[src/rtl/rmq_pkg.sv]
// Shared types and constants for the rotation matrix to quaternion block.
// Used by rmq_prep, rmq_sqrt, rmq_div and the top level; no dependencies.
`timescale 1ns / 1ps
package rmq_pkg;

  localparam int WordW      = 16;
  localparam int FracW      = WordW - 2;
  localparam int NumW       = WordW + 2;       // sums and differences of elements
  localparam int RadW       = 32;              // sqrt radicand
  localparam int RootW      = 16;
  localparam int SqrtStages = RootW;
  localparam int QuotW      = WordW;
  localparam int DivStages  = QuotW + 1;       // setup stage plus one per quotient bit
  localparam int DenW       = RootW + 1;
  localparam int RemW       = 34;

  typedef struct packed {
    logic signed [WordW-1:0] m00;
    logic signed [WordW-1:0] m01;
    logic signed [WordW-1:0] m02;
    logic signed [WordW-1:0] m10;
    logic signed [WordW-1:0] m11;
    logic signed [WordW-1:0] m12;
    logic signed [WordW-1:0] m20;
    logic signed [WordW-1:0] m21;
    logic signed [WordW-1:0] m22;
  } rmq_in_t;

  typedef struct packed {
    logic signed [WordW-1:0] quat_w;
    logic signed [WordW-1:0] quat_x;
    logic signed [WordW-1:0] quat_y;
    logic signed [WordW-1:0] quat_z;
  } rmq_out_t;

  typedef struct packed {
    logic valid;
    logic advance;
  } pipe_ctl_t;

endpackage

[src/rtl/rmq_div.sv]
// Pipelined restoring divider for d * 2^F / (2s), rounded half away from zero.
// Depends on rmq_pkg.
`timescale 1ns / 1ps
module rmq_div (
  input  logic                              clk_i,
  input  logic                              rst_ni,
  input  rmq_pkg::pipe_ctl_t                ctl_i,
  input  logic [rmq_pkg::NumW-1:0]          num_i,
  input  logic [rmq_pkg::RootW-1:0]         root_i,
  output logic                              valid_o,
  output logic [rmq_pkg::QuotW-1:0]         quot_o,
  output logic                              ovf_o,
  output logic                              neg_o
);

  localparam int Steps = rmq_pkg::DivStages - 1;

  logic                          vld_q  [rmq_pkg::DivStages];
  logic [rmq_pkg::RemW-1:0]      rem_q  [rmq_pkg::DivStages];
  logic [rmq_pkg::DenW-1:0]      den_q  [rmq_pkg::DivStages];
  logic [rmq_pkg::QuotW-1:0]     quot_q [rmq_pkg::DivStages];
  logic                          ovf_q  [rmq_pkg::DivStages];
  logic                          neg_q  [rmq_pkg::DivStages];

  // setup: magnitude, rounding bias and quotient overflow
  logic                         neg0;
  logic [rmq_pkg::NumW-1:0]     mag0;
  logic [rmq_pkg::RemW-1:0]     rem0;
  logic [rmq_pkg::DenW-1:0]     den0;

  always_comb begin
    neg0 = num_i[rmq_pkg::NumW-1];
    mag0 = neg0 ? (rmq_pkg::NumW'(0) - num_i) : num_i;
    rem0 = (rmq_pkg::RemW'(mag0) << rmq_pkg::FracW) + rmq_pkg::RemW'(root_i);
    den0 = {root_i, 1'b0};
  end

  always_ff @(posedge clk_i or negedge rst_ni) begin
    if (!rst_ni) begin
      vld_q[0] <= 1'b0;
    end else if (ctl_i.advance) begin
      vld_q[0] <= ctl_i.valid;
    end
  end

  always_ff @(posedge clk_i) begin
    if (ctl_i.advance) begin
      rem_q[0]  <= rem0;
      den_q[0]  <= den0;
      quot_q[0] <= '0;
      ovf_q[0]  <= rem0 >= (rmq_pkg::RemW'(den0) << rmq_pkg::QuotW);
      neg_q[0]  <= neg0;
    end
  end

  for (genvar g = 1; g < rmq_pkg::DivStages; g++) begin : g_step
    localparam int B = Steps - g;
    logic [rmq_pkg::RemW-1:0]  trial, rem_d;
    logic [rmq_pkg::QuotW-1:0] quot_d;

    always_comb begin
      trial = rmq_pkg::RemW'(den_q[g-1]) << B;
      if (rem_q[g-1] >= trial) begin
        rem_d  = rem_q[g-1] - trial;
        quot_d = quot_q[g-1] | (rmq_pkg::QuotW'(1) << B);
      end else begin
        rem_d  = rem_q[g-1];
        quot_d = quot_q[g-1];
      end
    end

    always_ff @(posedge clk_i or negedge rst_ni) begin
      if (!rst_ni) begin
        vld_q[g] <= 1'b0;
      end else if (ctl_i.advance) begin
        vld_q[g] <= vld_q[g-1];
      end
    end

    always_ff @(posedge clk_i) begin
      if (ctl_i.advance) begin
        rem_q[g]  <= rem_d;
        den_q[g]  <= den_q[g-1];
        quot_q[g] <= quot_d;
        ovf_q[g]  <= ovf_q[g-1];
        neg_q[g]  <= neg_q[g-1];
      end
    end
  end

  assign valid_o = vld_q[rmq_pkg::DivStages-1];
  assign quot_o  = quot_q[rmq_pkg::DivStages-1];
  assign ovf_o   = ovf_q[rmq_pkg::DivStages-1];
  assign neg_o   = neg_q[rmq_pkg::DivStages-1];

endmodule

[config.mk]
export PLATFORM = sky130hd
export DESIGN_NAME = rmq_div
export DESIGN_NICKNAME = d
export VERILOG_FILES = /design/src/rtl/rmq_pkg.sv /design/src/rtl/rmq_div.sv
export SDC_FILE = /design/constraint.sdc
export NUM_CORES = 1
export LEC_CHECK = 0
export BUFFER_PORTS_ARGS = -buffer_cell sky130_fd_sc_hd__buf_2
export CAP_MARGIN = 15
export CORE_MARGIN = 8
export CORE_UTILIZATION = 30
export CTS_BUF_LIST = sky130_fd_sc_hd__clkbuf_16
export CTS_CLUSTER_SIZE = 25
export DETAILED_ROUTE_END_ITERATION = 16
export HOLD_SLACK_MARGIN = 0.08
export PLACE_DENSITY_LB_ADDON = 0.2
export SYNTH_ARGS = -nofsm -noshare
export SYNTH_HDL_FRONTEND = slang
export SYNTH_SLANG_ARGS = --single-unit
[constraint.sdc]
create_clock -name clk_i -period 5.4 [get_ports clk_i]
set_input_delay 0 -clock clk_i [delete_from_list [all_inputs] [get_ports clk_i]]
set_output_delay 0 -clock clk_i [all_outputs]
set_load 0.02 [all_outputs]
---- Word level (Yosys, flattened, before mapping) ----
Memory sizes are Yosys's and may differ from the RTL's.
Cells that the tools add are included.
word-level totals
  register bits ........................... 17
  RAM bits ................................ 1173
  bits of input ports ..................... 38
  output and inout bits ................... 19
  word-level logic and storage cells ...... 92
  memories ................................ 5
memories
  name    words  width  rd ports  clocked after Yosys merged registers in  write ports  line           source
  rem_q   17     34     16        0                                        17           rmq_div.sv:19  logic [rmq_pkg::RemW-1:0] rem_q [rmq_pkg::DivStages];
  den_q   17     17     16        0                                        17           rmq_div.sv:20  logic [rmq_pkg::DenW-1:0] den_q [rmq_pkg::DivStages];
  quot_q  17     16     17        0                                        17           rmq_div.sv:21  logic [rmq_pkg::QuotW-1:0] quot_q [rmq_pkg::DivStages];
  neg_q   17     1      17        0                                        17           rmq_div.sv:23  logic neg_q [rmq_pkg::DivStages];
  ovf_q   17     1      17        0                                        17           rmq_div.sv:22  logic ovf_q [rmq_pkg::DivStages];
cells by class
  $add $sub $neg .......................... 18
  $lt $le $gt $ge ......................... 17
  multiplexer cells ....................... 35
operator list
  kind                                          count
  two-way mux 34 bit                            16
  greater-or-equal comparator 34 x 17 -> 1 bit  1
  greater-or-equal comparator 34 x 18 -> 1 bit  1
  greater-or-equal comparator 34 x 19 -> 1 bit  1
  greater-or-equal comparator 34 x 20 -> 1 bit  1
  greater-or-equal comparator 34 x 21 -> 1 bit  1
  greater-or-equal comparator 34 x 22 -> 1 bit  1
  greater-or-equal comparator 34 x 23 -> 1 bit  1
  greater-or-equal comparator 34 x 24 -> 1 bit  1
  greater-or-equal comparator 34 x 25 -> 1 bit  1
  greater-or-equal comparator 34 x 26 -> 1 bit  1
  greater-or-equal comparator 34 x 27 -> 1 bit  1
  greater-or-equal comparator 34 x 28 -> 1 bit  1
  greater-or-equal comparator 34 x 29 -> 1 bit  1
  greater-or-equal comparator 34 x 30 -> 1 bit  1
  greater-or-equal comparator 34 x 31 -> 1 bit  1
  greater-or-equal comparator 34 x 32 -> 1 bit  1
  subtractor 34 x 17 -> 34 bit                  1
  subtractor 34 x 18 -> 34 bit                  1
  subtractor 34 x 19 -> 34 bit                  1
  subtractor 34 x 20 -> 34 bit                  1
  subtractor 34 x 21 -> 34 bit                  1
  subtractor 34 x 22 -> 34 bit                  1
  subtractor 34 x 23 -> 34 bit                  1
  29 further kinds                              31

---- Longest topological paths before layout ----
  depth in word-level cells ............... 4
  gate-level depth with buffers ........... 20
  mapped depth without buffers ............ 19

---- Worst setup path after synthesis ----
Ideal clock, no wire load.
  path kind ............................... input to register
  from .................................... in num_i[17] (netlist bit)
  to ...................................... mem ovf_q[0][0] (data pin)
  library setup time ...................... 0.259 ns
  arrival ................................. 3.743 ns
  data required time ...................... 5.141 ns
  setup slack ............................. 1.399 ns
  stages .................................. 19
  path buffers ............................ 3
  cells stage by stage .................... clkbuf_1 > clkbuf_1 > clkbuf_1 > o21ai_0 > ha_1 > a21oi_1 > nor2_1 > nand2_1 > nor3_1 > nand3_1 > o32ai_1 > xor2_1 > ha_1 > a21o_1 > a21oi_1 > nor2_1 > a2111oi_0 > o31a_1 > o21bai_1
RTL lines
  element      line           source
  from (decl)  rmq_div.sv:8   input logic [rmq_pkg::NumW-1:0] num_i,
  to (decl)    rmq_div.sv:22

==> impl_metrics.json <==
{
  "yosysUniqueCellTypes": 101,
  "synth_seq_cells": 840,
  "track_usage": 0.1218,
  "slew_violations": 0,
  "start_kind": "input pin",
  "final_nets": 4300,
  "whs_path_depth": 3,
  "ios": 57,
  "drc": 0,
  "cts_sinks": 840,
  "yosys-top-cells-area": "edfxtp_1 (56%), ha_1 (7.7%), xnor2_1 (3.3%)",
  "cpMaxStageDelayCell": "nor4_1",
  "p_sw_mw": 8.024,
  "wl_per_cell_um": 16.71,
  "max-slew-margin-rel": 0.3109,
  "cts_made_buffers": 103,
  "coreArea_um2": 147300,
  "cp-startpoint": "num_i[5]",
  "power_frac_clock": 0.279,
  "htreeDepth": 3,
  "maxCapViolCount": 0,
  "max_stage_delay_ns": 0.61,
  "cp.arrival_ns": 4.56,
  "hpwl_mm": 74.30,
  "critPathTopFamily": "compound AO/OA/AOI/OAI gates",
  "yosysTopAreaCell": "edfxtp_1",
  "syn_area_um2": 44420,
  "cp_num_buf_inv": 2,
  "ant_nets": 0,
  "cts_resized": 0,
  "grt_max_degree": 171,
  "swShare": 0.3280,
  "grt-ovfl-total": 0,
  "max_freq_mhz": 244.5,
  "setup_viol": 0,
  "gp_congestion": 0.8714,
  "mostFrequentLayoutCell": "edfxtp_1",
  "finalWirelength_mm": 100.1,
  "finalSetupTns_ns": 0,
  "clk_pin_slew_worst_paths_ns": 0.06,
  "yosysWarnings": 0,
  "root_buffer": "clkbuf_16",
  "ff2ff_path_depth": 12,
  "fin_ws_ns": 1.310,
  "most-common-layout-cells": "edfxtp_1 (823), inv_1 (346), nand2_1 (299)",
  "power_density_nw_per_um2": 476.7,
  "synthCells": 3772,
  "antenna_found_initial": 0,
  "period_needed_ns": 4.090,
  "cts_tree": "yes",
  "final_core_util": 0.3484,
  "via_per_inst": 4.774,
  "die_area_um2": 160600,
  "layout-drive-gt1-share": 0.08007,
  "grt_pass1_vias": 30110,
  "holdCritPathClass": "input pin to register",
  "crit_type": "input pin to register",
  "cp_max_fo": 6,
  "insertion_delay_ns": 0.73,
  "placementRows": 141,
  "regToRegSetupSlack_ns": 1.50,
  "synth.top_cell.area_share": 0.5563,
  "hp-start": "root_i[14]",
  "finalCritPeriodShare": 0.7575,
  "cp.required_ns": 5.87,
  "synth-main-ff-cell": "edfxtp_1",
  "tightestPinTransition_ns": 1.029,
  "combPwrFrac": 0.313,
  "crit_chain": "dlygate4sd3_1, buf_2, nor4_1, nor2b_1, and4b_1, o21ai_0, o21ai_1, a21boi_1, nand3_1, o32ai_1, xor2_1, ha_1, a21o_1, a21oi_1, nor2_1, a2111oi_0, o31a_1, o21bai_1",
  "areaGrowthSynthToFinish_pct": 15.53,
  "hold_violations": 0,
  "reg2reg_to": "rem_q[0][201]",
  "port_buffers": 56,
  "intPower_mw": 16.44,
  "worstSetupEndpointType": "register",
  "p_seq_frac": 0.408,
  "hold_end": "rem_q[0][14]",
  "die_y_um": 400.8,
  "drt_first_pass_iters": 6,
  "synth_edf_count": 823,
  "outcome": "completed",
  "grt_pass1_wl_mm": 157.7,
  "r2r_start": "rem_q[0][148]",
  "initial_core_util": 0.3016,
  "die_w_um": 400.8,
  "power_mw": 24.47,
  "synth-async-reset-ratio": 0.02024,
  "rsz0062_at_grt": "no",
  "diodes": 0,
  "synth_seq_area_share": 0.5659,
  "vias": 28590,
  "drt-initial-drc-count": 1238,
  "leakagePower_nw": 19.47,
  "finClkSkew_ns": 0.04737,
  "clockBufferDepth": 3,
  "place_ws_ns": 1.102,
  "syn_area_per_cell_um2": 11.78,
  "irDropWorstVdd_mv": 0.2749
}
[per-layer routing]
layer | GRT usage | up-vias | share of wire | wire length [um]
met4 | 0.08217 | 0 | 0.070 | 6989
met2 | 0.2526 | 514 | 0.57 | 56670
met1 | 0.1045 | 13470 | 0.33 | 33510
met5 | 0 | - | 0 | 0
li1 | - | 14310 | - | -
met3 | 0.01781 | 296 | 0.029 | 2889
[power by group through the flow]
stage | combinational [mW] | sequential [mW] | clock, mW
after CTS | 7.73 | 9.98 | 7.11
after floorplan | 5.87 | 9.73 | 0
after detailed placement | 7.65 | 10.1 | 0
after global placement | 7.58 | 10.1 | 0
after global routing | 8.58 | 10.1 | 7.35
final | 7.67 | 9.97 | 6.83
[sequential cells by signal (all words and copies together) (netlist names)]
register,count
quot_q,136
ovf_q,17
vld_q,16
valid_o,1
rem_q,543
den_q,110
neg_q,17
[metrics by stage]
step | hold WS (ns) | cell area (um^2) | std cells
2_1_floorplan | -0.2956 | 44430 | 3773
6_report | 0.3191 | 51320 | 5989
3_5_place_dp | -0.05230 | 47180 | 5724
4_1_cts | 0.2162 | 51290 | 5988
5_1_grt | 0.2948 | 51320 | 5989
3_3_place_gp | -0.05583 | 47180 | 5724
[logic make-up after synthesis]
family / synth area share
AND/OR/NAND/NOR: 0.1197
flip-flops: 0.5659
AO/OA/AOI/OAI: 0.1134
buffers and inverters: 0.03312
XOR/XNOR: 0.06526
adder cells (fa/ha/maj): 0.08461
multiplexers: 0.01789
other: 0.00008442
[synth_stat cells (22+ instances only)]
library cell,number
nand4_1,55
o21ai_0,180
a211oi_1,28
xor2_1,165
o21a_1,42
xnor2_1,166
nor2b_1,47
clkbuf_1,44
o21ai_1,61
a21oi_1,205
nor4_1,50
or3_1,32
inv_1,325
nand2b_1,55
nor2_1,237
nand2_1,299
o31ai_1,22
nor3_1,78
ha_1,274
o211ai_1,22
mux2_2,43
a21o_1,87
edfxtp_1,823
nand3_1,51
[area by class of cell]
type	instances	area [um^2]
Inverter	331	1242
Tap cell	1930	2415
Sequential cell	840	25140
Fill cell	14430	95990
Clock buffer	104	2603
Timing Repair Buffer	152	1274
Multi-Input combinational cell	2544	17860
Clock inverter	88	790.8
[worst max-delay path by stage]
stage               cells after the start  slack (ns)            end
CTS                                    12        1.32  rem_q[0][333]
finish                                 18        1.31    ovf_q[0][0]
global placement                       17        1.25    ovf_q[0][0]
detailed placement                     17        1.10    ovf_q[0][0]
global route                           18        0.76    ovf_q[0][0]
floorplan                              19        1.40    ovf_q[0][0]
[repair_timing]
action | in CTS | in global routing
buffers inserted | 0 | 0
hold endpoints to repair | 128 | 0
hold buffers | 72 | 0
[worst reg2reg max path: stages, from the launching register on]
cell,delay (ns)
edfxtp_1,0.36
inv_1,0.10
ha_1,0.22
fa_1,0.41
nor2b_1,0.17
o2111ai_1,0.18
nand3_1,0.22
a41oi_1,0.23
o211ai_1,0.27
a2111o_1,0.87
nand3_1,0.20
a211oi_1,0.30
xor2_1,0.09
No activity file was read; power rests on OpenSTA's default activity.
