==> src/rtl/rmq_pkg.sv <==
// Shared types and constants for the rotation matrix to quaternion block.
// Used by rmq_prep, rmq_sqrt, rmq_div and the top level; no dependencies.
`timescale 1ns / 1ps
package rmq_pkg;

  localparam int WordW      = 16;
  localparam int FracW      = WordW - 2;
  localparam int NumW       = WordW + 2;       // sums and differences of elements
  localparam int RadW       = 32;              // sqrt radicand
  localparam int RootW      = 16;
  localparam int SqrtStages = RootW;
  localparam int QuotW      = WordW;
  localparam int DivStages  = QuotW + 1;       // setup stage plus one per quotient bit
  localparam int DenW       = RootW + 1;
  localparam int RemW       = 34;

  typedef struct packed {
    logic signed [WordW-1:0] m00;
    logic signed [WordW-1:0] m01;
    logic signed [WordW-1:0] m02;
    logic signed [WordW-1:0] m10;
    logic signed [WordW-1:0] m11;
    logic signed [WordW-1:0] m12;
    logic signed [WordW-1:0] m20;
    logic signed [WordW-1:0] m21;
    logic signed [WordW-1:0] m22;
  } rmq_in_t;

  typedef struct packed {
    logic signed [WordW-1:0] quat_w;
    logic signed [WordW-1:0] quat_x;
    logic signed [WordW-1:0] quat_y;
    logic signed [WordW-1:0] quat_z;
  } rmq_out_t;

  typedef struct packed {
    logic valid;
    logic advance;
  } pipe_ctl_t;

endpackage

==> src/rtl/rmq_sqrt.sv <==
// Pipelined integer square root, one result bit per stage.
// Depends on rmq_pkg.
`timescale 1ns / 1ps
module rmq_sqrt (
  input  logic                          clk_i,
  input  logic                          rst_ni,
  input  rmq_pkg::pipe_ctl_t            ctl_i,
  input  logic [rmq_pkg::RadW-1:0]      rad_i,
  output logic                          valid_o,
  output logic [rmq_pkg::RootW-1:0]     root_o
);

  logic                           vld_q  [rmq_pkg::SqrtStages];
  logic [rmq_pkg::RemW-1:0]       rem_q  [rmq_pkg::SqrtStages];
  logic [rmq_pkg::RootW-1:0]      root_q [rmq_pkg::SqrtStages];

  for (genvar g = 0; g < rmq_pkg::SqrtStages; g++) begin : g_stage
    localparam int B = rmq_pkg::SqrtStages - 1 - g;
    logic                      vld_in;
    logic [rmq_pkg::RemW-1:0]  rem_in, trial, rem_d;
    logic [rmq_pkg::RootW-1:0] root_in, root_d;

    if (g == 0) begin : g_first
      assign vld_in  = ctl_i.valid;
      assign rem_in  = rmq_pkg::RemW'(rad_i);
      assign root_in = '0;
    end else begin : g_next
      assign vld_in  = vld_q[g-1];
      assign rem_in  = rem_q[g-1];
      assign root_in = root_q[g-1];
    end

    // (r + 2^B)^2 - r^2
    always_comb begin
      trial = (rmq_pkg::RemW'(root_in) << (B + 1)) + (rmq_pkg::RemW'(1) << (2 * B));
      if (rem_in >= trial) begin
        rem_d  = rem_in - trial;
        root_d = root_in | (rmq_pkg::RootW'(1) << B);
      end else begin
        rem_d  = rem_in;
        root_d = root_in;
      end
    end

    always_ff @(posedge clk_i or negedge rst_ni) begin
      if (!rst_ni) begin
        vld_q[g] <= 1'b0;
      end else if (ctl_i.advance) begin
        vld_q[g] <= vld_in;
      end
    end

    always_ff @(posedge clk_i) begin
      if (ctl_i.advance) begin
        rem_q[g]  <= rem_d;
        root_q[g] <= root_d;
      end
    end
  end

  assign valid_o = vld_q[rmq_pkg::SqrtStages-1];
  assign root_o  = root_q[rmq_pkg::SqrtStages-1];

endmodule

==> config.mk <==
export PLATFORM = sky130hd
export DESIGN_NAME = rmq_sqrt
export DESIGN_NICKNAME = d
export VERILOG_FILES = /design/src/rtl/rmq_pkg.sv /design/src/rtl/rmq_sqrt.sv
export SDC_FILE = /design/constraint.sdc
export NUM_CORES = 1
export LEC_CHECK = 0
export ABC_CLOCK_PERIOD_IN_PS = 4170
export BUFFER_PORTS_ARGS = -buffer_cell sky130_fd_sc_hd__buf_4
export CORE_MARGIN = 2
export CORE_UTILIZATION = 30
export CTS_CLUSTER_DIAMETER = 150
export CTS_CLUSTER_SIZE = 40
export DETAILED_ROUTE_END_ITERATION = 8
export REMOVE_ABC_BUFFERS = 1
export SYNTH_ARGS = -nofsm -noshare
export SYNTH_HDL_FRONTEND = slang
export SYNTH_SLANG_ARGS = --single-unit
==> constraint.sdc <==
create_clock -name clk_i -period 4.17 [get_ports clk_i]
set_input_delay 0.2085 -clock clk_i [delete_from_list [all_inputs] [get_ports clk_i]]
set_output_delay 0.2085 -clock clk_i [all_outputs]
set_load 0.05 [all_outputs]
**Word-level counts from Yosys, hierarchy flattened**

Memories as Yosys holds them, arrays and structs flattened.
Index checks and enable logic that the tools add are counted.

- Shift-type cells: 0
- Bitwise logic cells: 0
- Magnitude comparators: 16
- Equal/unequal tests: 0
- $add $sub $neg: 31
- Reductions and logical operators: 0
- Divide/modulo/power cells: 0
- Multiplexer cells: 34
- Multiply operators: 0

Operator list:

| kind | count |
|---|---|
| 34-bit 2-to-1 mux | 16 |
| 34-bit by 18-bit >= comparator with 1-bit output | 1 |
| 34-bit by 19-bit >= comparator with 1-bit output | 1 |
| 34-bit by 20-bit >= comparator with 1-bit output | 1 |
| 34-bit by 21-bit >= comparator with 1-bit output | 1 |
| 34-bit by 22-bit >= comparator with 1-bit output | 1 |
| 34-bit by 23-bit >= comparator with 1-bit output | 1 |
| 34-bit by 24-bit >= comparator with 1-bit output | 1 |
| 34-bit by 25-bit >= comparator with 1-bit output | 1 |
| 34-bit by 26-bit >= comparator with 1-bit output | 1 |
| 34-bit by 27-bit >= comparator with 1-bit output | 1 |
| 34-bit by 28-bit >= comparator with 1-bit output | 1 |
| 34-bit by 29-bit >= comparator with 1-bit output | 1 |
| 34-bit by 30-bit >= comparator with 1-bit output | 1 |
| 34-bit by 31-bit >= comparator with 1-bit output | 1 |
| 34-bit by 32-bit >= comparator with 1-bit output | 1 |
| 34-bit by 18-bit subtractor with 34-bit output | 1 |
| 34-bit by 19-bit subtractor with 34-bit output | 1 |
| 34-bit by 20-bit subtractor with 34-bit output | 1 |
| 34-bit by 21-bit subtractor with 34-bit output | 1 |
| 34-bit by 22-bit subtractor with 34-bit output | 1 |
| 34-bit by 23-bit subtractor with 34-bit output | 1 |
| 34-bit by 24-bit subtractor with 34-bit output | 1 |
| 34-bit by 25-bit subtractor with 34-bit output | 1 |
| other kinds (40) | 42 |

- Logic and storage cells: 99
- Memory bits (writable): 800
- Flip-flop bits (word level): 16
- Bits in latches: 0
- Memory bits (read-only): 0
- Output and inout bits: 17
- Memories: 2

Memory list:

| memory | words | bits a word | read ports | clocked after memory_dff | write ports | RTL line | source |
|---|---|---|---|---|---|---|---|
| rem_q | 16 | 34 | 15 | 0 | 16 | rmq_sqrt.sv:14 | `logic [rmq_pkg::RemW-1:0] rem_q [rmq_pkg::SqrtStages];` |
| root_q | 16 | 16 | 16 | 0 | 16 | rmq_sqrt.sv:15 | `logic [rmq_pkg::RootW-1:0] root_q [rmq_pkg::SqrtStages];` |

**Longest topological paths before layout**

Gate-level depths: netlist of the first run.
An unclocked memory read counts as a cell.

- Depth in word-level cells: 4
- Depth in mapped cells: 12
- Depth with buffers taken out: 10

**Least setup slack after synthesis of the first run**

Ideal clock, no wire load.

- Path type: reg2reg
- Start point: mem rem_q[1][163] (netlist name)
- End point: mem rem_q[1][193] (netlist name), data pin
- Buffers on the path: 1
- Clock period less this slack: 2.813 ns
- Cell stages (with the launch flop): 9
- Arrival: 2.542 ns
- Path slack: 1.357 ns
- Cell sequence: edfxtp_1 -> or4_4 -> or3_1 -> or2_1 -> or4_4 -> a31oi_4 -> buf_6 -> nor4_1 -> xor2_1

RTL lines:

| what | RTL line |
|---|---|
| from (decl) | rmq_sqrt.sv:14 |

==> reports/metrics.cfg, run 1 <==
[power_and_ir_drop]
irDropWorstVdd_uv=285
p_leak_nw=12.5
p_per_area_nw_per_um2=403
p_total_w=0.0139

[critical_path]
cp_num_buf_inv=1
worstReg2RegStart=rem_q[1][163]
arrival_ns=3.74
crit_type=reg -> reg
worst_path_max_delay_cell=or4_4
reg2regPathDepth=8
crit_fanout=20
cp_top_family=simple AND/OR/NAND/NOR gates
startpoint_type=flop
cpMostUsedCell=or4_4
ff2ff_setup_slack_ns=0.78
endpoint_kind=flop
timing.rr.end=rem_q[1][175]
crit_chain=or4_4 > or3_1 > or2_1 > or4_4 > a31oi_4 > inv_2 > nor2_1 > a21oi_2
max_stage_delay_ns=0.55
required_ns=4.52

[yosys]
synth_top_family_by_area=simple AND/OR/NAND/NOR gates
ys_async_sr_fraction_pct=2.42
synth_cell_types=72
synth_xor_area_share_pct=5.92
synth-simple-area-share_pct=11.9
ys.flop_type=edfxtp_1
synth_cells=2417
synth_area_um2=31300
synth_compound_area_share_pct=8.61
yosysWarnings=0
seq_area_frac_synth_pct=63.1
yosys_register_bits=661
muxShareOfSynthArea_pct=1.70
synth_fa_ha_area_share_pct=5.99
synth_edf_count=645
avgSynthCellArea_um2=13.0

[status]
status=completed

[global_route]
overflow=0
grt_usage_pct=10.3
antenna_found_initial=0
grt_pass1_wl_um=91100
grt_pass1_vias=18400
grt_max_degree=107

[detailed_routing]
route.detailed.drc=0
drt-initial-drc-count=916
detail-route-antenna-nets=0
routedWlPerCell_um=14.3
wl_um=55600
drt-pass1-iter-count=5
via_per_inst=4.65
num_vias=18100

[clocking]
post_cts_buffers=0
ctsRootBufferMaster=clkbuf_16
cts_buffers=20
cts_tree=built
clk_path_buf_depth=3
cts_num_sinks=661
clkTransAtPathRegs_ns=0.14
clkLatencyLatePin_ns=0.61
htreeDepth=1

[sta]
fin_crit_ns=3.39
tns_ns=0
slew_headroom_pct=39.0
rsz0062_at_grt=no
final.setup.worst_slack_ns=0.784
hold_viol_final=0
finalSetupViolCount=0
worst_pin_slew_ns=0.916
max_freq_mhz=295
finalCritPeriodShare_pct=81.2
skew_ns=0.0315
drv_slew=0
whs_ns=0.225

[floorplan]
rows=118
dieArea_um2=107000
die_x_um=327
core_um2=103000
die_h_um=327
start_util_pct=30.3
io_pins=53

[min_path]
min_path_cells=1
holdPathEnd=rem_q[0][166]
hold_class=in -> reg
hp-start=ctl_i[0]

[placed_design]
dp_hpwl_um=41800
io_buffers=52
place_congestion=0.892
place_ws_ns=0.778
place_area_um2=33500

[cells_and_area]
drive_gt1_share_pct=6.80
layout_common_cells=edfxtp_1 (645), inv_1 (185), ha_1 (150), nand2_1 (140), nor2_1 (137)
fin_area_um2=34500
n_fill_cell=10000
final_net_count=2694
layout-area-overhead-vs-synth_pct=9.96
diodes=0
final_common_cell=edfxtp_1

[job]
drv_cap=0

## worst register-to-register path, delay by kind of cell (launching register included)
| family | cells | cell delay [ns] |
|---|---|---|
| buffers and inverters | 1 | 0.29 |
| AOI/OAI and AO/OA | 2 | 0.55 |
| and+or+nand+nor | 5 | 1.84 |
| DFF | 1 | 0.47 |
## state kept, by name, summed over array words and instances (netlist names)
register,cells
root_q,136
g_stage.vld_in,15
valid_o,1
rem_q,509
## timing repair
item,in CTS,in global routing
hold endpoints to repair,49,0
hold buffers,35,0
gates resized for setup,0,0
## metrics by stage
| stage | instances | utilization [%] |
|---|---|---|
| 3_3_place_gp | 3831 | 32.4 |
| 2_1_floorplan | 2378 | - |
| 4_1_cts | 3896 | 33.3 |
| 3_5_place_dp | 3831 | 32.4 |
| 5_1_grt | 3896 | 33.3 |
| 6_report | 3896 | 33.3 |
## layer usage
metal  global-route usage [%]  routed length [um]  share of wire (%)
met2                     20.4               29900                 54
met3                    0.945                1150                2.1
met5                        0                   0                  0
met1                     11.0               22200                 40
met4                     3.99                2250                4.0
## where the power goes
group | leakage, nW | internal [W] | switching [W]
registers | 6.36 | 0.00819 | 0.000486
logic | 5.84 | 0.00107 | 0.00135
clock network | 0.273 | 0.000927 | 0.00185
total | 12.5 | 0.0102 | 0.00368
## cell usage after synthesis (14+ instances only)
cell type	instances	area share [%]
nand4_1	26	0.52
ha_1	150	6.0
mux2_2	41	1.5
nand2b_1	28	0.56
nor4b_1	15	0.42
dfrtp_1	16	1.3
xor2_1	113	3.2
or3_1	32	0.64
a21oi_1	100	1.6
nor2b_1	22	0.44
inv_1	185	2.2
nor3_1	73	1.2
nand3_1	35	0.56
clkbuf_1	28	0.34
a211oi_1	17	0.41
o31ai_1	14	0.34
or2_2	17	0.34
o21a_1	33	0.79
nand2_1	140	1.7
edfxtp_1	645	62
nor4_1	89	1.8
or4_1	23	0.55
o21ai_0	115	1.8
nor2_1	137	1.6
xnor2_1	99	2.8
a21o_1	32	0.77
## logic make-up after synthesis
family                     Yosys count
DFF                                661
AOI/OAI and AO/OA                  422
buffers and inverters              227
adders and majority gates          150
muxes                               48
xor gates and xnor gates           212
and+or+nand+nor                    697
## worst max path at each step
stage,from,endpoint,depth (start not counted)
2_1_floorplan,rem_q[1][88],rem_q[1][130],8
3_3_place_gp,rem_q[1][113],rem_q[1][159],8
3_5_place_dp,rem_q[1][163],rem_q[1][175],8
4_1_cts,rem_q[1][163],rem_q[1][175],8
5_1_grt,rem_q[1][163],rem_q[1][184],8
6_report,rem_q[1][163],rem_q[1][175],8
## final cells by class
type	instances	area [um^2]	share of cell area, %
Clock buffer	28	531	1.54
Timing Repair Buffer	108	993	2.88
Multi-Input combinational cell	1529	10700	31.0
Tap cell	1380	1730	5.01
Inverter	188	706	2.05
Clock inverter	2	36.3	0.105
Sequential cell	661	19800	57.4
(Power assumes the default switching activity.)
==> run 2, diff against run 1 <==
--- a/config.mk
+++ b/config.mk
@@ -5,7 +5,7 @@
 export SDC_FILE = /design/constraint.sdc
 export NUM_CORES = 1
 export LEC_CHECK = 0
-export ABC_CLOCK_PERIOD_IN_PS = 4170
+export ABC_CLOCK_PERIOD_IN_PS = 3500
 export BUFFER_PORTS_ARGS = -buffer_cell sky130_fd_sc_hd__buf_4
 export CORE_MARGIN = 2
 export CORE_UTILIZATION = 30
==> constraint.sdc (replaced) <==
create_clock -name clk_i -period 3.5 [get_ports clk_i]
set_input_delay 0.175 -clock clk_i [delete_from_list [all_inputs] [get_ports clk_i]]
set_output_delay 0.175 -clock clk_i [all_outputs]
set_load 0.05 [all_outputs]
==> run 2 against run 1 <==
Total power increased by 19%. Critical path depth grew 1. Global-route usage decreased by 0.088 points. First-iteration DRC count is 9.3% higher. Hold slack got worse by 0.11 ns.
==> reports/metrics.cfg, run 2 (synthesis gave the netlist of run 1 again) <==
[status]
status=completed

[clocking]
clkLatencyLatePin_ns=0.61
htreeDepth=1
post_cts_buffers=0
cts_num_sinks=661
cts_buffers=20
clk_path_buf_depth=3
cts_tree=built
ctsRootBufferMaster=clkbuf_16
clkTransAtPathRegs_ns=0.14

[detailed_routing]
drt-pass1-iter-count=5
routedWlPerCell_um=14.2
route.detailed.drc=0
drt-initial-drc-count=1001
detail-route-antenna-nets=0
via_per_inst=4.63
wl_um=55600
num_vias=18100

[critical_path]
arrival_ns=3.54
crit_fanout=28
endpoint_kind=flop
required_ns=3.86
crit_type=reg -> reg
startpoint_type=flop

[power_and_ir_drop]
irDropWorstVdd_uv=359
p_clk_share_pct=19.9
p_switching_w=0.00438
p_leak_nw=12.6
p_comb_share_pct=17.6
p_per_area_nw_per_um2=478
swShare_pct=26.5
p_int_w=0.0122
seqPwrFrac_pct=62.5
p_total_w=0.0165

[job]
drv_cap=0

[placed_design]
io_buffers=52
dp.cells=3850
place_congestion=0.824
dp_hpwl_um=41600
place_ws_ns=0.365

[min_path]
hold_class=in -> reg

[global_route]
overflow=0
grt_pass1_wl_um=90300
grt_pass1_vias=18400
grt_usage_pct=10.2
grt_max_degree=114
antenna_found_initial=0

[sta]
slew_headroom_pct=48.2
hold_viol_final=0
max_freq_mhz=314
drv_slew=0
finalSetupViolCount=0
finalCritPeriodShare_pct=91.1
rsz0062_at_grt=no
final.setup.worst_slack_ns=0.313
skew_ns=0.0363
tns_ns=0
worst_pin_slew_ns=0.758
fin_crit_ns=3.19

[cells_and_area]
final_cells=3915
drive_gt1_share_pct=7.50
n_fill_cell=10100
final_common_cell=edfxtp_1
diodes=0
final_net_count=2713
layout-area-overhead-vs-synth_pct=10.4
post-route-util_pct=33.4
max_flop_register=rem_q
largest_reg_flops=509
layout_common_cells=edfxtp_1 (645), inv_1 (185), ha_1 (150), nand2_1 (140), nor2_1 (137)

[floorplan]
die_x_um=327
start_util_pct=30.3
die_h_um=327
io_pins=53
core_um2=103000
rows=118
dieArea_um2=107000

==> run 2: changes by cell type in the layout (fill, tap and decap cells not counted) <==
cell and delta:
buf_4 +20, buf_12 -1
==> run 2: routing by layer <==
layer | track usage, % | wire [um] | vias up
li1 | - | - | 9243
met1 | 10.6 | 22100 | 8521
met2 | 20.5 | 30100 | 252
met3 | 0.987 | 1110 | 97
met4 | 4.01 | 2360 | 0
met5 | 0 | 0 | -
==> run 2: path summary, 6_finish.rpt <==
path / cells past startpoint / endpoint / slack (ns) / startpoint
worst min register to register: 0 / rem_q[0][141] / 0.46 / rem_q[0][107]
max in group asynchronous: 3 / g_stage[7].vld_in / 2.40 / rst_ni
worst max-delay path: 9 / rem_q[1][212] / 0.31 / root_q[1][92]
worst min-delay path: 1 / rem_q[0][166] / 0.12 / ctl_i[0]
min in group asynchronous: 3 / valid_o / 0.66 / rst_ni
worst max register to register: 9 / rem_q[1][212] / 0.31 / root_q[1][92]
==> run 2: area by class of cell <==
cell class | count | area [um^2] | area share [%]
Sequential cell | 661 | 19800 | 57.2
Clock inverter | 2 | 36.3 | 0.105
Inverter | 188 | 706 | 2.04
Timing Repair Buffer | 127 | 1120 | 3.25
Multi-Input combinational cell | 1529 | 10700 | 30.9
Tap cell | 1380 | 1730 | 4.99
Clock buffer | 28 | 531 | 1.53
==> run 2: through the flow <==
step | hold slack [ns] | cell area (um^2)
floorplan | -0.121 | 31200
global placement | 0.0399 | 33700
detailed placement | 0.0434 | 33700
CTS | 0.0725 | 34600
global route | 0.0999 | 34600
finish | 0.117 | 34600
==> run 2: timing repair <==
| item | in CTS | in global routing |
|---|---|---|
| endpoints found under the hold margin | 50 | 0 |
| gates resized for setup | 0 | 0 |
| setup endpoints to repair | 0 | 0 |
| hold buffers | 35 | 0 |
==> run 2: critical path, stage by stage, from the launching register on <==
cell and delay (ns):
edfxtp_1 0.40, inv_1 0.05, ha_1 0.42, nand4_1 0.20
or4_1 0.55, nor3_1 0.23, or4_1 0.21, nor3_2 0.06
inv_2 0.42, mux2_2 0.40
==> run 2: power groups by stage <==
| stage | logic [W] | clock network [W] | registers (W) |
|---|---|---|---|
| 6_report | 0.00292 | 0.00329 | 0.0103 |
| 5_1_grt | 0.00328 | 0.00366 | 0.0104 |
| 4_1_cts | 0.00293 | 0.00344 | 0.0103 |
| 3_5_place_dp | 0.00289 | 0 | 0.0105 |
| 3_3_place_gp | 0.00286 | 0 | 0.0105 |
| 2_1_floorplan | 0.00208 | 0 | 0.0104 |
==> run 3, diff against run 2 <==
--- a/config.mk
+++ b/config.mk
@@ -8,7 +8,7 @@
 export ABC_CLOCK_PERIOD_IN_PS = 3500
 export BUFFER_PORTS_ARGS = -buffer_cell sky130_fd_sc_hd__buf_4
 export CORE_MARGIN = 2
-export CORE_UTILIZATION = 30
+export CORE_UTILIZATION = 45
 export CTS_CLUSTER_DIAMETER = 150
 export CTS_CLUSTER_SIZE = 40
 export DETAILED_ROUTE_END_ITERATION = 8
==> run 3 against run 2 <==
Die area fell by 33%. Via count rose by 3.5%. Combinational power barely moved. Highest routed layer unchanged. Critical path depth fell by 1. Critical endpoint is now rem_q[1][210]. Total power rose by 0.59%.
==> reports/metrics.cfg, run 3 (synthesis gave the netlist of run 1 again) <==
[status]
status=completed

[critical_path]
startpoint_type=flop
required_ns=3.85
crit_fanout=28
cpMostUsedCell=or4_1
crit_type=reg -> reg
worst_path_max_delay_cell=or4_1
endpoint_kind=flop
arrival_ns=3.65
crit_chain=ha_1 > nand4_1 > or4_1 > nor3_1 > or4_1 > nor3_2 > inv_2 > mux2_2
max_stage_delay_ns=0.57
reg2regPathDepth=8

[global_route]
grt_pass1_wl_um=98200
antenna_found_initial=0
grt_pass1_vias=19300
grt_max_degree=122
overflow=0
grt_usage_pct=17.1

[min_path]
min_path_cells=2
hold_class=in -> reg

[power_and_ir_drop]
irDropWorstVdd_uv=562
p_per_area_nw_per_um2=489
p_leak_nw=12.6

[clocking]
post_cts_buffers=0
clkLatencyLatePin_ns=0.62
ctsRootBufferMaster=clkbuf_16
cts_buffers=20
htreeDepth=1
clk_path_buf_depth=3
cts_tree=built
clkTransAtPathRegs_ns=0.13
cts_num_sinks=661

[placed_design]
place_congestion=0.912
dp_hpwl_um=46100
io_buffers=52

[detailed_routing]
drt-pass1-iter-count=6
wl_met1_um=22700
dr.max_layer_used=met4
via_per_inst=5.41
num_vias=18800
route.met3.wl_um=1280
dr_wl_met2_um=34900
wl_um=61000
routedWlPerCell_um=17.6
route.detailed.drc=0
detail-route-antenna-nets=0
drt-initial-drc-count=1188

[cells_and_area]
drive_gt1_share_pct=7.46
layout_common_cells=edfxtp_1 (645), inv_1 (185), ha_1 (150), nand2_1 (140), nor2_1 (137)
diodes=0
max_flop_register=rem_q
post-route-util_pct=49.5
final_common_cell=edfxtp_1
largest_reg_flops=509
layout-area-overhead-vs-synth_pct=8.62
final_net_count=2711

[sta]
skew_ns=0.0517
slew_headroom_pct=29.4
hold_viol_final=0
worst_pin_slew_ns=1.03
fin_crit_ns=3.30
finalSetupViolCount=0
rsz0062_at_grt=no
drv_slew=0
max_freq_mhz=303
finalCritPeriodShare_pct=94.4
tns_ns=0

[floorplan]
die_h_um=268
die_x_um=268
rows=96
dieArea_um2=71800
core_um2=68800
io_pins=53
start_util_pct=45.5

[job]
drv_cap=0

-- run 3: changes by cell type in the layout (fill, tap and decap cells not counted) --
cell,previous run,this run
buf_4,85,81
buf_12,6,7
clkbuf_4,0,1
dlygate4sd3_1,35,36
nor4b_1,14,13
nor4b_2,1,2
-- run 3: power by group --
group          switching, W  internal (W)
sequential         0.000609       0.00976
clock               0.00221       0.00112
combinational       0.00165       0.00130
-- run 3: metal layers --
metal,vias up,global-route usage [%]
met5,-,0
met4,0,5.72
met3,97,1.39
met2,313,35.6
met1,9093,17.6
li1,9250,-
-- run 3: repair_timing --
item | in CTS | in global routing
setup endpoints to repair | 0 | 1
resized for setup | 0 | 1
hold buffers | 36 | 0
endpoints found under the hold margin | 66 | 0
-- run 3: worst paths after layout --
path | start | end | slack [ns]
setup / recovery | rem_q[1][184] | rem_q[1][210] | 0.20
hold reg to reg | rem_q[1][7] | rem_q[1][41] | 0.45
max in group asynchronous | rst_ni | g_stage[2].vld_in | 2.40
hold / removal | rad_i[21] | rem_q[0][21] | 0.29
min in group asynchronous | rst_ni | g_stage[15].vld_in | 0.66
setup reg to reg | rem_q[1][184] | rem_q[1][210] | 0.20
-- run 3: cell type report --
| class | instances | area, um^2 |
|---|---|---|
| Inverter | 188 | 706 |
| Clock buffer | 29 | 538 |
| Sequential cell | 661 | 19800 |
| Timing Repair Buffer | 125 | 1120 |
| Tap cell | 931 | 1160 |
| Fill cell | 5914 | 34800 |
| Multi-Input combinational cell | 1529 | 10700 |
| Clock inverter | 2 | 36.3 |
-- run 3: metrics by stage --
stage                     instance area [um^2]  instances  setup slack, ns  power (W)  hold WS (ns)
final                                    34000       3465            0.195     0.0166         0.286
after global routing                     34000       3465           0.0379     0.0174         0.274
after CTS                                34000       3465           0.0943     0.0168         0.244
after detailed placement                 33100       3398            0.107     0.0135        0.0442
after global placement                   33100       3398            0.100     0.0134        0.0387
after floorplan                          31200       2378           -0.269     0.0124        -0.121
-- run 3: critical path, delay by kind of cell, from the launching register on --
| kind | cells | cell delay (ns) |
|---|---|---|
| fa+ha+maj | 1 | 0.44 |
| buf+inv | 1 | 0.38 |
| flops | 1 | 0.42 |
| mux | 1 | 0.39 |
| simple gates | 5 | 1.44 |
